--- src/dlvi_pkg.sv ---
// shared types, widths and helpers for the depth layer velocity interpolator
`default_nettype none

package dlvi_pkg;

  // table size and derived widths
  localparam int MAX_LAYERS = 16;
  localparam int ADDR_W     = $clog2(MAX_LAYERS);
  localparam int CNT_W      = $clog2(MAX_LAYERS + 1);

  // field widths fixed by the interface
  localparam int SLOT_W  = 4;
  localparam int DEPTH_W = 18;
  localparam int VEL_W   = 16;
  localparam int POS_W   = 19;
  localparam int USED_W  = 19;
  localparam int CFG_W   = 5;

  // divider: quotient never exceeds the velocity span
  localparam int QBITS  = VEL_W;
  localparam int QCNT_W = $clog2(QBITS);
  localparam int PROD_W = VEL_W + DEPTH_W;

  // request kinds
  localparam logic REQ_LOAD  = 1'b0;
  localparam logic REQ_QUERY = 1'b1;

  typedef enum logic [1:0] {
    AXIS_EAST  = 2'd0,
    AXIS_NORTH = 2'd1,
    AXIS_UP    = 2'd2
  } axis_t;

  // one table entry as stored in the layer ram
  typedef struct packed {
    logic        [DEPTH_W-1:0] depth;
    logic signed [VEL_W-1:0]   east;
    logic signed [VEL_W-1:0]   north;
    logic signed [VEL_W-1:0]   up;
  } entry_t;

  // controller to datapath commands
  typedef struct packed {
    logic  start;
    logic  empty;
    logic  cap_lo;
    logic  cap_hi;
    logic  res_from_q;
    logic  prep;
    logic  mul;
    logic  div;
    logic  fix;
    logic  load_out;
    axis_t axis;
  } dlvi_cmd_t;

  // datapath to controller status
  typedef struct packed {
    logic le_q;
    logic ge_q;
  } dlvi_sts_t;

  // pick one velocity component of an entry
  function automatic logic signed [VEL_W-1:0] get_vel(entry_t e, axis_t a);
    logic signed [VEL_W-1:0] v;
    unique case (a)
      AXIS_EAST:  v = e.east;
      AXIS_NORTH: v = e.north;
      AXIS_UP:    v = e.up;
      default:    v = e.up;
    endcase
    return v;
  endfunction

endpackage

`default_nettype wire

--- src/dlvi_in_if.sv ---
// request channel: load items and queries
`default_nettype none

interface dlvi_in_if import dlvi_pkg::*; ();
  logic                     valid;
  logic                     ready;
  logic                     req_type;
  logic        [SLOT_W-1:0]  entry_slot;
  logic        [DEPTH_W-1:0] entry_depth_cm;
  logic signed [VEL_W-1:0]   entry_vel_east;
  logic signed [VEL_W-1:0]   entry_vel_north;
  logic signed [VEL_W-1:0]   entry_vel_up;
  logic signed [POS_W-1:0]   vertical_position_cm;

  modport source (
    output valid, req_type, entry_slot, entry_depth_cm, entry_vel_east,
           entry_vel_north, entry_vel_up, vertical_position_cm,
    input  ready
  );

  modport sink (
    input  valid, req_type, entry_slot, entry_depth_cm, entry_vel_east,
           entry_vel_north, entry_vel_up, vertical_position_cm,
    output ready
  );
endinterface

`default_nettype wire

--- src/dlvi_out_if.sv ---
// result channel: interpolated velocity per query
`default_nettype none

interface dlvi_out_if import dlvi_pkg::*; ();
  logic                    valid;
  logic                    ready;
  logic signed [VEL_W-1:0]  current_east;
  logic signed [VEL_W-1:0]  current_north;
  logic signed [VEL_W-1:0]  current_up;
  logic        [USED_W-1:0] depth_used_cm;
  logic                    no_data;

  modport source (
    output valid, current_east, current_north, current_up, depth_used_cm, no_data,
    input  ready
  );

  modport sink (
    input  valid, current_east, current_north, current_up, depth_used_cm, no_data,
    output ready
  );
endinterface

`default_nettype wire

--- src/dlvi_ram.sv ---
// generic simple dual port ram with registered read
`default_nettype none

module dlvi_ram #(
  parameter int WIDTH = 8,
  parameter int DEPTH = 16
) (
  input  wire logic                     clk,
  input  wire logic                     we,
  input  wire logic [$clog2(DEPTH)-1:0] waddr,
  input  wire logic [WIDTH-1:0]         wdata,
  input  wire logic [$clog2(DEPTH)-1:0] raddr,
  output logic      [WIDTH-1:0]         rdata
);

  logic [WIDTH-1:0] mem_r [DEPTH];
  logic [WIDTH-1:0] rdata_r;

  // write port
  always_ff @(posedge clk) begin
    if (we) begin
      mem_r[waddr] <= wdata;
    end
  end

  // registered read port
  always_ff @(posedge clk) begin
    rdata_r <= mem_r[raddr];
  end

  assign rdata = rdata_r;

endmodule

`default_nettype wire

--- src/dlvi_ctrl.sv ---
// controller: request handshake, table walk and interpolation sequencing
`default_nettype none

module dlvi_ctrl import dlvi_pkg::*; (
  input  wire logic              clk,
  input  wire logic              rst_n,
  input  wire logic              in_valid,
  input  wire logic              in_req_type,
  output logic                   in_ready,
  input  wire logic              cfg_we,
  input  wire logic [CFG_W-1:0]  cfg_wdata,
  input  wire logic              out_ready,
  output logic                   out_valid,
  input  wire dlvi_sts_t         sts,
  output dlvi_cmd_t              cmd,
  output logic      [ADDR_W-1:0] rd_addr
);

  typedef enum logic [8:0] {
    S_IDLE = 9'b000000001,
    S_HEAD = 9'b000000010,
    S_TAIL = 9'b000000100,
    S_SCAN = 9'b000001000,
    S_PREP = 9'b000010000,
    S_MUL  = 9'b000100000,
    S_DIV  = 9'b001000000,
    S_FIX  = 9'b010000000,
    S_OUT  = 9'b100000000
  } state_t;

  state_t              state_r, state_nxt;
  logic [CFG_W-1:0]    layers_r, layers_nxt;
  logic [CNT_W-1:0]    n_r, n_nxt;
  logic [CNT_W-1:0]    n_sat;
  logic [ADDR_W-1:0]   idx_r, idx_nxt;
  logic [QCNT_W-1:0]   qcnt_r, qcnt_nxt;
  axis_t               axis_r, axis_nxt;
  logic                out_valid_r, out_valid_nxt;
  logic                out_free;

  // layer count saturated to the table size
  assign n_sat = (32'(layers_r) > MAX_LAYERS) ? CNT_W'(MAX_LAYERS) : CNT_W'(layers_r);

  assign out_free  = !out_valid_r || out_ready;
  assign in_ready  = (state_r == S_IDLE);
  assign out_valid = out_valid_r;

  // configuration register
  always_comb begin
    layers_nxt = layers_r;
    if (cfg_we) begin
      layers_nxt = cfg_wdata;
    end
  end

  // next state and commands
  always_comb begin
    state_nxt     = state_r;
    n_nxt         = n_r;
    idx_nxt       = idx_r;
    qcnt_nxt      = qcnt_r;
    axis_nxt      = axis_r;
    rd_addr       = '0;
    cmd           = '0;
    cmd.axis      = axis_r;
    unique case (state_r)
      S_IDLE: begin
        if (in_valid && in_req_type == REQ_QUERY) begin
          cmd.start = 1'b1;
          cmd.empty = (n_sat == '0);
          n_nxt     = n_sat;
          state_nxt = (n_sat == '0) ? S_OUT : S_HEAD;
        end
      end
      S_HEAD: begin
        cmd.cap_lo = 1'b1;
        rd_addr    = ADDR_W'(n_r - CNT_W'(1));
        if (n_r == CNT_W'(1) || sts.le_q) begin
          cmd.res_from_q = 1'b1;
          state_nxt      = S_OUT;
        end else begin
          state_nxt = S_TAIL;
        end
      end
      S_TAIL: begin
        rd_addr = ADDR_W'(1);
        if (sts.ge_q) begin
          cmd.res_from_q = 1'b1;
          state_nxt      = S_OUT;
        end else begin
          idx_nxt   = ADDR_W'(1);
          state_nxt = S_SCAN;
        end
      end
      S_SCAN: begin
        rd_addr = idx_r + ADDR_W'(1);
        if (sts.le_q) begin
          cmd.cap_hi = 1'b1;
          axis_nxt   = AXIS_EAST;
          state_nxt  = S_PREP;
        end else begin
          cmd.cap_lo = 1'b1;
          idx_nxt    = idx_r + ADDR_W'(1);
        end
      end
      S_PREP: begin
        cmd.prep  = 1'b1;
        state_nxt = S_MUL;
      end
      S_MUL: begin
        cmd.mul   = 1'b1;
        qcnt_nxt  = '0;
        state_nxt = S_DIV;
      end
      S_DIV: begin
        cmd.div  = 1'b1;
        qcnt_nxt = qcnt_r + QCNT_W'(1);
        if (qcnt_r == QCNT_W'(QBITS - 1)) begin
          state_nxt = S_FIX;
        end
      end
      S_FIX: begin
        cmd.fix = 1'b1;
        unique case (axis_r)
          AXIS_EAST:  begin
            axis_nxt  = AXIS_NORTH;
            state_nxt = S_PREP;
          end
          AXIS_NORTH: begin
            axis_nxt  = AXIS_UP;
            state_nxt = S_PREP;
          end
          default: begin
            state_nxt = S_OUT;
          end
        endcase
      end
      S_OUT: begin
        if (out_free) begin
          cmd.load_out = 1'b1;
          state_nxt    = S_IDLE;
        end
      end
      default: begin
        state_nxt = S_IDLE;
      end
    endcase
  end

  // result valid flag of the output register
  always_comb begin
    out_valid_nxt = out_valid_r;
    if (cmd.load_out) begin
      out_valid_nxt = 1'b1;
    end else if (out_ready) begin
      out_valid_nxt = 1'b0;
    end
  end

  // control registers
  always_ff @(posedge clk) begin
    if (!rst_n) begin
      state_r     <= S_IDLE;
      layers_r    <= '0;
      n_r         <= '0;
      idx_r       <= '0;
      qcnt_r      <= '0;
      axis_r      <= AXIS_EAST;
      out_valid_r <= 1'b0;
    end else begin
      state_r     <= state_nxt;
      layers_r    <= layers_nxt;
      n_r         <= n_nxt;
      idx_r       <= idx_nxt;
      qcnt_r      <= qcnt_nxt;
      axis_r      <= axis_nxt;
      out_valid_r <= out_valid_nxt;
    end
  end

endmodule

`default_nettype wire

--- src/dlvi_dp.sv ---
// datapath: depth clamp, bracket registers, multiplier, restoring divider
`default_nettype none

module dlvi_dp import dlvi_pkg::*; (
  input  wire logic                     clk,
  input  wire dlvi_cmd_t                cmd,
  input  wire logic signed [POS_W-1:0]  vertical_position_cm,
  input  wire entry_t                   q,
  output dlvi_sts_t                     sts,
  output logic signed      [VEL_W-1:0]  current_east,
  output logic signed      [VEL_W-1:0]  current_north,
  output logic signed      [VEL_W-1:0]  current_up,
  output logic             [USED_W-1:0] depth_used_cm,
  output logic                          no_data
);

  logic        [USED_W-1:0]  depth_r;
  logic                      nodata_r;
  entry_t                    lo_r;
  entry_t                    hi_r;
  logic        [DEPTH_W-1:0] num_r;
  logic        [DEPTH_W-1:0] den_r;
  logic        [VEL_W-1:0]   mag_r;
  logic                      neg_r;
  logic        [DEPTH_W-1:0] rem_r;
  logic        [QBITS-1:0]   quo_r;
  logic signed [VEL_W-1:0]   res_r [3];
  logic signed [VEL_W-1:0]   out_e_r, out_n_r, out_u_r;
  logic        [USED_W-1:0]  out_depth_r;
  logic                      out_nodata_r;

  logic        [USED_W-1:0]  depth_clamped;
  logic signed [VEL_W:0]     diff;
  logic        [PROD_W-1:0]  prod;
  logic        [DEPTH_W:0]   trial;
  logic        [VEL_W-1:0]   step_q;
  logic signed [VEL_W-1:0]   v_lo;

  // height to depth, clamped at the surface
  assign depth_clamped = vertical_position_cm[POS_W-1]
                         ? USED_W'(~vertical_position_cm + 1'b1) : '0;

  // depth compare against the entry on the ram read port
  assign sts.le_q = (depth_r <= USED_W'(q.depth));
  assign sts.ge_q = (depth_r >= USED_W'(q.depth));

  // velocity span of the current axis
  assign v_lo = get_vel(lo_r, cmd.axis);
  assign diff = (VEL_W+1)'(get_vel(hi_r, cmd.axis)) - (VEL_W+1)'(v_lo);

  // product and one restoring division step
  assign prod   = PROD_W'(mag_r) * PROD_W'(num_r);
  assign trial  = {rem_r, quo_r[QBITS-1]} - {1'b0, den_r};
  assign step_q = neg_r ? VEL_W'(-quo_r) : VEL_W'(quo_r);

  always_ff @(posedge clk) begin
    // new query: clamp depth and clear the result
    if (cmd.start) begin
      depth_r  <= depth_clamped;
      nodata_r <= cmd.empty;
      res_r[0] <= '0;
      res_r[1] <= '0;
      res_r[2] <= '0;
    end
    // end entries return their velocity directly
    if (cmd.res_from_q) begin
      res_r[0] <= q.east;
      res_r[1] <= q.north;
      res_r[2] <= q.up;
    end
    // bracket registers
    if (cmd.cap_lo) begin
      lo_r <= q;
    end
    if (cmd.cap_hi) begin
      hi_r  <= q;
      num_r <= DEPTH_W'(depth_r - USED_W'(lo_r.depth));
      den_r <= q.depth - lo_r.depth;
    end
    // sign and magnitude of the span
    if (cmd.prep) begin
      neg_r <= diff[VEL_W];
      mag_r <= diff[VEL_W] ? VEL_W'(-diff) : VEL_W'(diff);
    end
    // quotient fits in QBITS, so the high part starts below the divisor
    if (cmd.mul) begin
      rem_r <= prod[PROD_W-1:QBITS];
      quo_r <= prod[QBITS-1:0];
    end
    if (cmd.div) begin
      if (!trial[DEPTH_W]) begin
        rem_r <= trial[DEPTH_W-1:0];
        quo_r <= {quo_r[QBITS-2:0], 1'b1};
      end else begin
        rem_r <= {rem_r[DEPTH_W-2:0], quo_r[QBITS-1]};
        quo_r <= {quo_r[QBITS-2:0], 1'b0};
      end
    end
    // apply the truncated quotient to the lower velocity
    if (cmd.fix) begin
      res_r[cmd.axis] <= v_lo + step_q;
    end
    // output register
    if (cmd.load_out) begin
      out_e_r      <= res_r[0];
      out_n_r      <= res_r[1];
      out_u_r      <= res_r[2];
      out_depth_r  <= depth_r;
      out_nodata_r <= nodata_r;
    end
  end

  assign current_east  = out_e_r;
  assign current_north = out_n_r;
  assign current_up    = out_u_r;
  assign depth_used_cm = out_depth_r;
  assign no_data       = out_nodata_r;

endmodule

`default_nettype wire

--- src/depth_layer_velocity_interpolator_top.sv ---
// Load request: writes the table entry, no result; the next request is taken the cycle after.
// Query: with no layers the result goes straight to the output register; at an end of
// the table the end entry's velocity is returned, else the bracket is found by the
// one-entry-per-cycle table walk and each axis then goes through the shared
// multiply and 16-step divider; one request in flight at a time.
// Reset (rst_n low, synchronous) clears the layer count and control; table contents stay.
`default_nettype none

module depth_layer_velocity_interpolator_top import dlvi_pkg::*; (
  input  wire logic             clk,
  input  wire logic             rst_n,
  dlvi_in_if.sink               in_ch,
  dlvi_out_if.source            out_ch,
  input  wire logic             cfg_we,
  input  wire logic [CFG_W-1:0] cfg_wdata
);

  dlvi_cmd_t          cmd;
  dlvi_sts_t          sts;
  logic [ADDR_W-1:0]  rd_addr;
  entry_t             rd_entry;
  entry_t             wr_entry;
  logic               wr_en;
  logic               in_ready;

  assign in_ch.ready = in_ready;

  // table write from load requests
  assign wr_en = in_ch.valid && in_ready && (in_ch.req_type == REQ_LOAD)
                 && (32'(in_ch.entry_slot) < MAX_LAYERS);
  assign wr_entry.depth = in_ch.entry_depth_cm;
  assign wr_entry.east  = in_ch.entry_vel_east;
  assign wr_entry.north = in_ch.entry_vel_north;
  assign wr_entry.up    = in_ch.entry_vel_up;

  // layer table
  dlvi_ram #(
    .WIDTH ($bits(entry_t)),
    .DEPTH (MAX_LAYERS)
  ) u_ram (
    .clk   (clk),
    .we    (wr_en),
    .waddr (ADDR_W'(in_ch.entry_slot)),
    .wdata (wr_entry),
    .raddr (rd_addr),
    .rdata (rd_entry)
  );

  // controller
  dlvi_ctrl u_ctrl (
    .clk         (clk),
    .rst_n       (rst_n),
    .in_valid    (in_ch.valid),
    .in_req_type (in_ch.req_type),
    .in_ready    (in_ready),
    .cfg_we      (cfg_we),
    .cfg_wdata   (cfg_wdata),
    .out_ready   (out_ch.ready),
    .out_valid   (out_ch.valid),
    .sts         (sts),
    .cmd         (cmd),
    .rd_addr     (rd_addr)
  );

  // datapath
  dlvi_dp u_dp (
    .clk                  (clk),
    .cmd                  (cmd),
    .vertical_position_cm (in_ch.vertical_position_cm),
    .q                    (rd_entry),
    .sts                  (sts),
    .current_east         (out_ch.current_east),
    .current_north        (out_ch.current_north),
    .current_up           (out_ch.current_up),
    .depth_used_cm        (out_ch.depth_used_cm),
    .no_data              (out_ch.no_data)
  );

endmodule

`default_nettype wire

--- src/flat_wrapper.sv ---
// flat-port wrapper written by rule: the top's interface ports become plain ports
module depth_layer_velocity_interpolator_top_flat import dlvi_pkg::*;
  (clk, rst_n, cfg_we, cfg_wdata, in_ch_valid, in_ch_req_type, in_ch_entry_slot, in_ch_entry_depth_cm, in_ch_entry_vel_east, in_ch_entry_vel_north, in_ch_entry_vel_up, in_ch_vertical_position_cm, in_ch_ready, out_ch_valid, out_ch_current_east, out_ch_current_north, out_ch_current_up, out_ch_depth_used_cm, out_ch_no_data, out_ch_ready);
  dlvi_in_if in_ch_i ();
  dlvi_out_if out_ch_i ();
  input  wire logic clk;
  input  wire logic rst_n;
  input  wire logic cfg_we;
  input  wire logic [CFG_W-1:0] cfg_wdata;
  input wire logic [$bits(in_ch_i.valid)-1:0] in_ch_valid;
  input wire logic [$bits(in_ch_i.req_type)-1:0] in_ch_req_type;
  input wire logic [$bits(in_ch_i.entry_slot)-1:0] in_ch_entry_slot;
  input wire logic [$bits(in_ch_i.entry_depth_cm)-1:0] in_ch_entry_depth_cm;
  input wire logic [$bits(in_ch_i.entry_vel_east)-1:0] in_ch_entry_vel_east;
  input wire logic [$bits(in_ch_i.entry_vel_north)-1:0] in_ch_entry_vel_north;
  input wire logic [$bits(in_ch_i.entry_vel_up)-1:0] in_ch_entry_vel_up;
  input wire logic [$bits(in_ch_i.vertical_position_cm)-1:0] in_ch_vertical_position_cm;
  output wire logic [$bits(in_ch_i.ready)-1:0] in_ch_ready;
  output wire logic [$bits(out_ch_i.valid)-1:0] out_ch_valid;
  output wire logic [$bits(out_ch_i.current_east)-1:0] out_ch_current_east;
  output wire logic [$bits(out_ch_i.current_north)-1:0] out_ch_current_north;
  output wire logic [$bits(out_ch_i.current_up)-1:0] out_ch_current_up;
  output wire logic [$bits(out_ch_i.depth_used_cm)-1:0] out_ch_depth_used_cm;
  output wire logic [$bits(out_ch_i.no_data)-1:0] out_ch_no_data;
  input wire logic [$bits(out_ch_i.ready)-1:0] out_ch_ready;
  assign in_ch_i.valid = in_ch_valid;
  assign in_ch_i.req_type = in_ch_req_type;
  assign in_ch_i.entry_slot = in_ch_entry_slot;
  assign in_ch_i.entry_depth_cm = in_ch_entry_depth_cm;
  assign in_ch_i.entry_vel_east = in_ch_entry_vel_east;
  assign in_ch_i.entry_vel_north = in_ch_entry_vel_north;
  assign in_ch_i.entry_vel_up = in_ch_entry_vel_up;
  assign in_ch_i.vertical_position_cm = in_ch_vertical_position_cm;
  assign in_ch_ready = in_ch_i.ready;
  assign out_ch_valid = out_ch_i.valid;
  assign out_ch_current_east = out_ch_i.current_east;
  assign out_ch_current_north = out_ch_i.current_north;
  assign out_ch_current_up = out_ch_i.current_up;
  assign out_ch_depth_used_cm = out_ch_i.depth_used_cm;
  assign out_ch_no_data = out_ch_i.no_data;
  assign out_ch_i.ready = out_ch_ready;
  depth_layer_velocity_interpolator_top u_core (.clk(clk), .rst_n(rst_n), .in_ch(in_ch_i), .out_ch(out_ch_i), .cfg_we(cfg_we), .cfg_wdata(cfg_wdata));
endmodule
--- config.mk ---
export PLATFORM = sky130hd
export DESIGN_NAME = depth_layer_velocity_interpolator_top_flat
export DESIGN_NICKNAME = d
export VERILOG_FILES = /design/src/dlvi_pkg.sv /design/src/dlvi_in_if.sv /design/src/dlvi_out_if.sv /design/src/dlvi_ram.sv /design/src/dlvi_ctrl.sv /design/src/dlvi_dp.sv /design/src/depth_layer_velocity_interpolator_top.sv /design/src/flat_wrapper.sv
export SDC_FILE = /design/constraint.sdc
export NUM_CORES = 2
export LEC_CHECK = 0
export BUFFER_PORTS_ARGS = -buffer_cell sky130_fd_sc_hd__buf_2
export CAP_MARGIN = 20
export CORE_UTILIZATION = 49
export DETAILED_ROUTE_END_ITERATION = 12
export PLACE_DENSITY = 0.76
export SLEW_MARGIN = 20
export SYNTH_ARGS = -nofsm -noshare
export SYNTH_HDL_FRONTEND = slang
export SYNTH_SLANG_ARGS = --single-unit
--- constraint.sdc ---
create_clock -name clk -period 19.6 [get_ports clk]
set_input_delay 1.96 -clock clk [delete_from_list [all_inputs] [get_ports clk]]
set_output_delay 1.96 -clock clk [all_outputs]
set_load 0.05 [all_outputs]
==> qor.yml <==
cts:
  clock_sink_count: 1489
  postCtsSetupRepairBufs: 0
  cts_tree: "yes"
  worstSkewPairLatency_ns: 0.79
  clock_tree.buffer_depth: 3
  clock-root-buffer: "clkbuf_16"
  worst_setup_hold_path_clk_slew_ns: 0.06
  tritoncts.num_buffers: 151
  ctsHtreeMaxLevel: 4
  ctsResizeCount: 0
  post_cts_hold_buffer_count: 0
drt:
  remaining_drc_errors: 0
  ant_nets: 0
  finalWirelength_um: 167000
  routed_wire_length_per_instance_um: 22.0
  via_per_inst: 5.82
  firstDrtPassIters: 6
  first_iter_violations: 4459
  routed-via-count: 44200
sta:
  setup_ws_final_ns: 12.55
  fin_worst_hold_slack_ns: 0.417
  timing.final.max_slew_violations: 0
  fin_skew_ns: 0.0602
  timing_worst_slew_pin_value_ns: 1.17
  rsz0062_at_grt: "no"
  period_minus_slack_ns: 7.05
  setup_total_negative_slack_ns: 0
  timing.final.crit_share_pct: 36.0
  final-setup-viol-count: 0
  hold_viol: 0
  slew_headroom_pct: 21.7
  max_freq_mhz: 142
critical_path:
  critPathMaxFanout: 18
  critical_path.endpoint_type: "flip-flop"
  setup.worst_path.start_class: "flip-flop"
  timing.critical_path.mode_cell: "fa_1"
  worstPathBufferInverterCount: 3
  cp_cell_sequence: "nand2_1, fa_1, inv_1, fa_1, fa_1, fa_1, fa_1, inv_1, fa_1, inv_1, ha_1, a211oi_1, o21ai_0, a31oi_1, o21ai_0, a31oi_1, o21ai_1, a221oi_1, xor2_1, mux2i_1"
  critPathMaxStageDelay_ns: 0.87
  critical_path_required_ns: 20.11
  worst_path_max_delay_cell: "edfxtp_1"
  worst-endpoint-arrival_ns: 7.56
  critical_path.top_delay_family: "adder cells"
  worst-setup-path-type: "flip-flop to flip-flop"
synth:
  synth.lib_cells_used.distinct: 76
  fraction_of_synthesized_cell_area_taken_by_the_top_area_cell_type_pct: 59.3
  edff_count_synth: 1393
  synth_warnings: 0
  synth.most_common_cell: "edfxtp_1"
  syn-mean-instance-area_sq_um: 12.8
  dominantRegCellSynth: "edfxtp_1"
  number_of_standard_cells_after_synthesis: 5499
  synth_area_leader_cell: "edfxtp_1"
  post_synth_main_area_contributors: "edfxtp_1 (59%), fa_1 (6.4%), nand2_1 (4.3%)"
  yosysSeqAreaShare_pct: 62.0
  async_flop_share_pct: 0
  synthesis.nets: 6040
  netlist_area_sq_um: 70600
  yosys-top-cells-count: "edfxtp_1 (1,393), nand2_1 (806), inv_1 (348)"
  synth-seq-cells: 1489
floorplan:
  start_util_pct: 49.6
  num_rows: 138
  die_footprint_sq_um: 146000
  chipHeight_um: 382
  die_width_um: 382
  num_io_pins: 170
  coreArea_sq_um: 142000
layout:
  layout.nets: 6117
  area.sequential_sq_um: 43800
  num-fill-cells: 11400
  drive_gt1_share_pct: 8.75
  layout-area-overhead-vs-synth_pct: 11.1
  layoutNonFillerInstCount: 7599
  layout.core_utilization_pct: 55.1
  multiInputGateArea_sq_um: 24600
  post-route-cell-area_sq_um: 78400
place:
  placed_cells: 7312
  place.detailed.hpwl_um: 103000
  place_ws_ns: 12.68
  io_buffers: 169
  place_congestion: 0.913
  place_area_sq_um: 73300
power_and_ir_drop:
  power.ir.vdd_worst_uv: 88.5
  post-layout-total-power_mw: 6.64
  power-per-cell-area_nw_per_um2: 84.7
  leakage_power_nw: 28.0
status:
  run_status: "complete, no violations"
worst_hold_path:
  hold_class: "flip-flop to flip-flop"
global_routing:
  track_usage_pct: 22.7
  grt_max_degree: 211
  grt_pass1_vias: 43200
  antenna_found_initial: 37
  final_global_route_overflow_total: 0
  grt_first_pass_wirelength_um: 253000
flow_run:
  timing.max_cap.violations: 0
layer usage:
metal  vias up  wire length (um)  GRT usage (%)
li1      20200                 -              -
met1     22000             67600           29.7
met2      1641             80600           37.1
met3       331             14100           5.76
met4        42              4770           7.42
met5         -               272              0
sequential cells by signal, indices dropped and copies added, names as in the netlist, 18 cells and up:
register,cells
u_core.u_dp.den_r,18
u_core.u_dp.depth_r,19
u_core.u_dp.depth_used_cm,19
u_core.u_dp.hi_r,48
u_core.u_dp.lo_r,66
u_core.u_dp.num_r,18
u_core.u_dp.rem_r,18
u_core.u_dp.res_r,48
u_core.u_ram.mem_r,1056
u_core.u_ram.rdata,66
placed cells by master (no fill, tap or decap), types with 11 or more instances in the layout:
master     instances
and2_1           198
inv_1            347
clkinv_2          22
nor4_1            12
xnor2_1          107
nand2b_1          30
o31ai_1           18
and2_0           206
and3_1            23
or3_1             15
clkbuf_1          35
nor2_4            12
clkbuf_8          15
xor2_1            26
buf_2            169
a21o_1            36
edfxtp_1        1393
nor2b_1           22
a31oi_1          144
a311oi_1         134
nor3_1            33
a22o_1            42
mux2i_1           63
clkinv_1          26
bufinv_16         11
a211oi_1         341
o21ai_1           16
nor2_1           128
clkbuf_16        154
nand2_1          804
ha_1             214
nand3_1           24
o21a_1            18
o21ai_0           98
buf_4             50
dfxtp_1           94
a21oi_1          241
fa_1             227
area by class of cell:
type,instances,area share (%)
Sequential cell,1489,55.8
Multi-Input combinational cell,3362,31.4
Clock buffer,204,5.34
Tap cell,1890,3.02
Timing Repair Buffer,224,1.69
Inverter,348,1.67
Clock inverter,77,1.09
Antenna cell,5,0.0160
cells by family (layout without fill, tap and decap cells):
kind of cell               count (synthesis)  after routing  synth area share [%]
AOI/OAI and AO/OA                       1154           1154                  11.2
xor gates and xnor gates                 135            135                  1.69
adders and majority gates                441            441                  10.2
buffers and inverters                    648            853                  3.48
DFF                                     1489           1489                  62.0
muxes                                     68             68                 0.973
other                                      0              5                     0
and+or+nand+nor                         1564           1564                  10.5
worst paths after layout:
check             slack (ns)                                 to                               from  cells after the start
setup / recovery       12.55    u_core.u_dp.rem_r[16]$_DFFE_PP_     u_core.u_dp.mag_r[7]$_DFFE_PP_                     20
hold / removal          0.42  out_ch_current_north[2]$_DFFE_PP_  u_core.u_dp.res_r[1][2]$_DFFE_PP_                      0
setup reg to reg       12.55    u_core.u_dp.rem_r[16]$_DFFE_PP_     u_core.u_dp.mag_r[7]$_DFFE_PP_                     20
hold reg to reg         0.42  out_ch_current_north[2]$_DFFE_PP_  u_core.u_dp.res_r[1][2]$_DFFE_PP_                      0
power by group:
part | leakage (nW) | total, mW | internal [mW] | switching, mW
sequential | 13.4 | 3.54 | 3.52 | 0.0243
combinational | 12.2 | 0.210 | 0.0584 | 0.151
clock | 2.46 | 2.89 | 1.66 | 1.23
total | 28.0 | 6.64 | 5.24 | 1.40
Note: power is estimated with default switching activity, not from simulation.
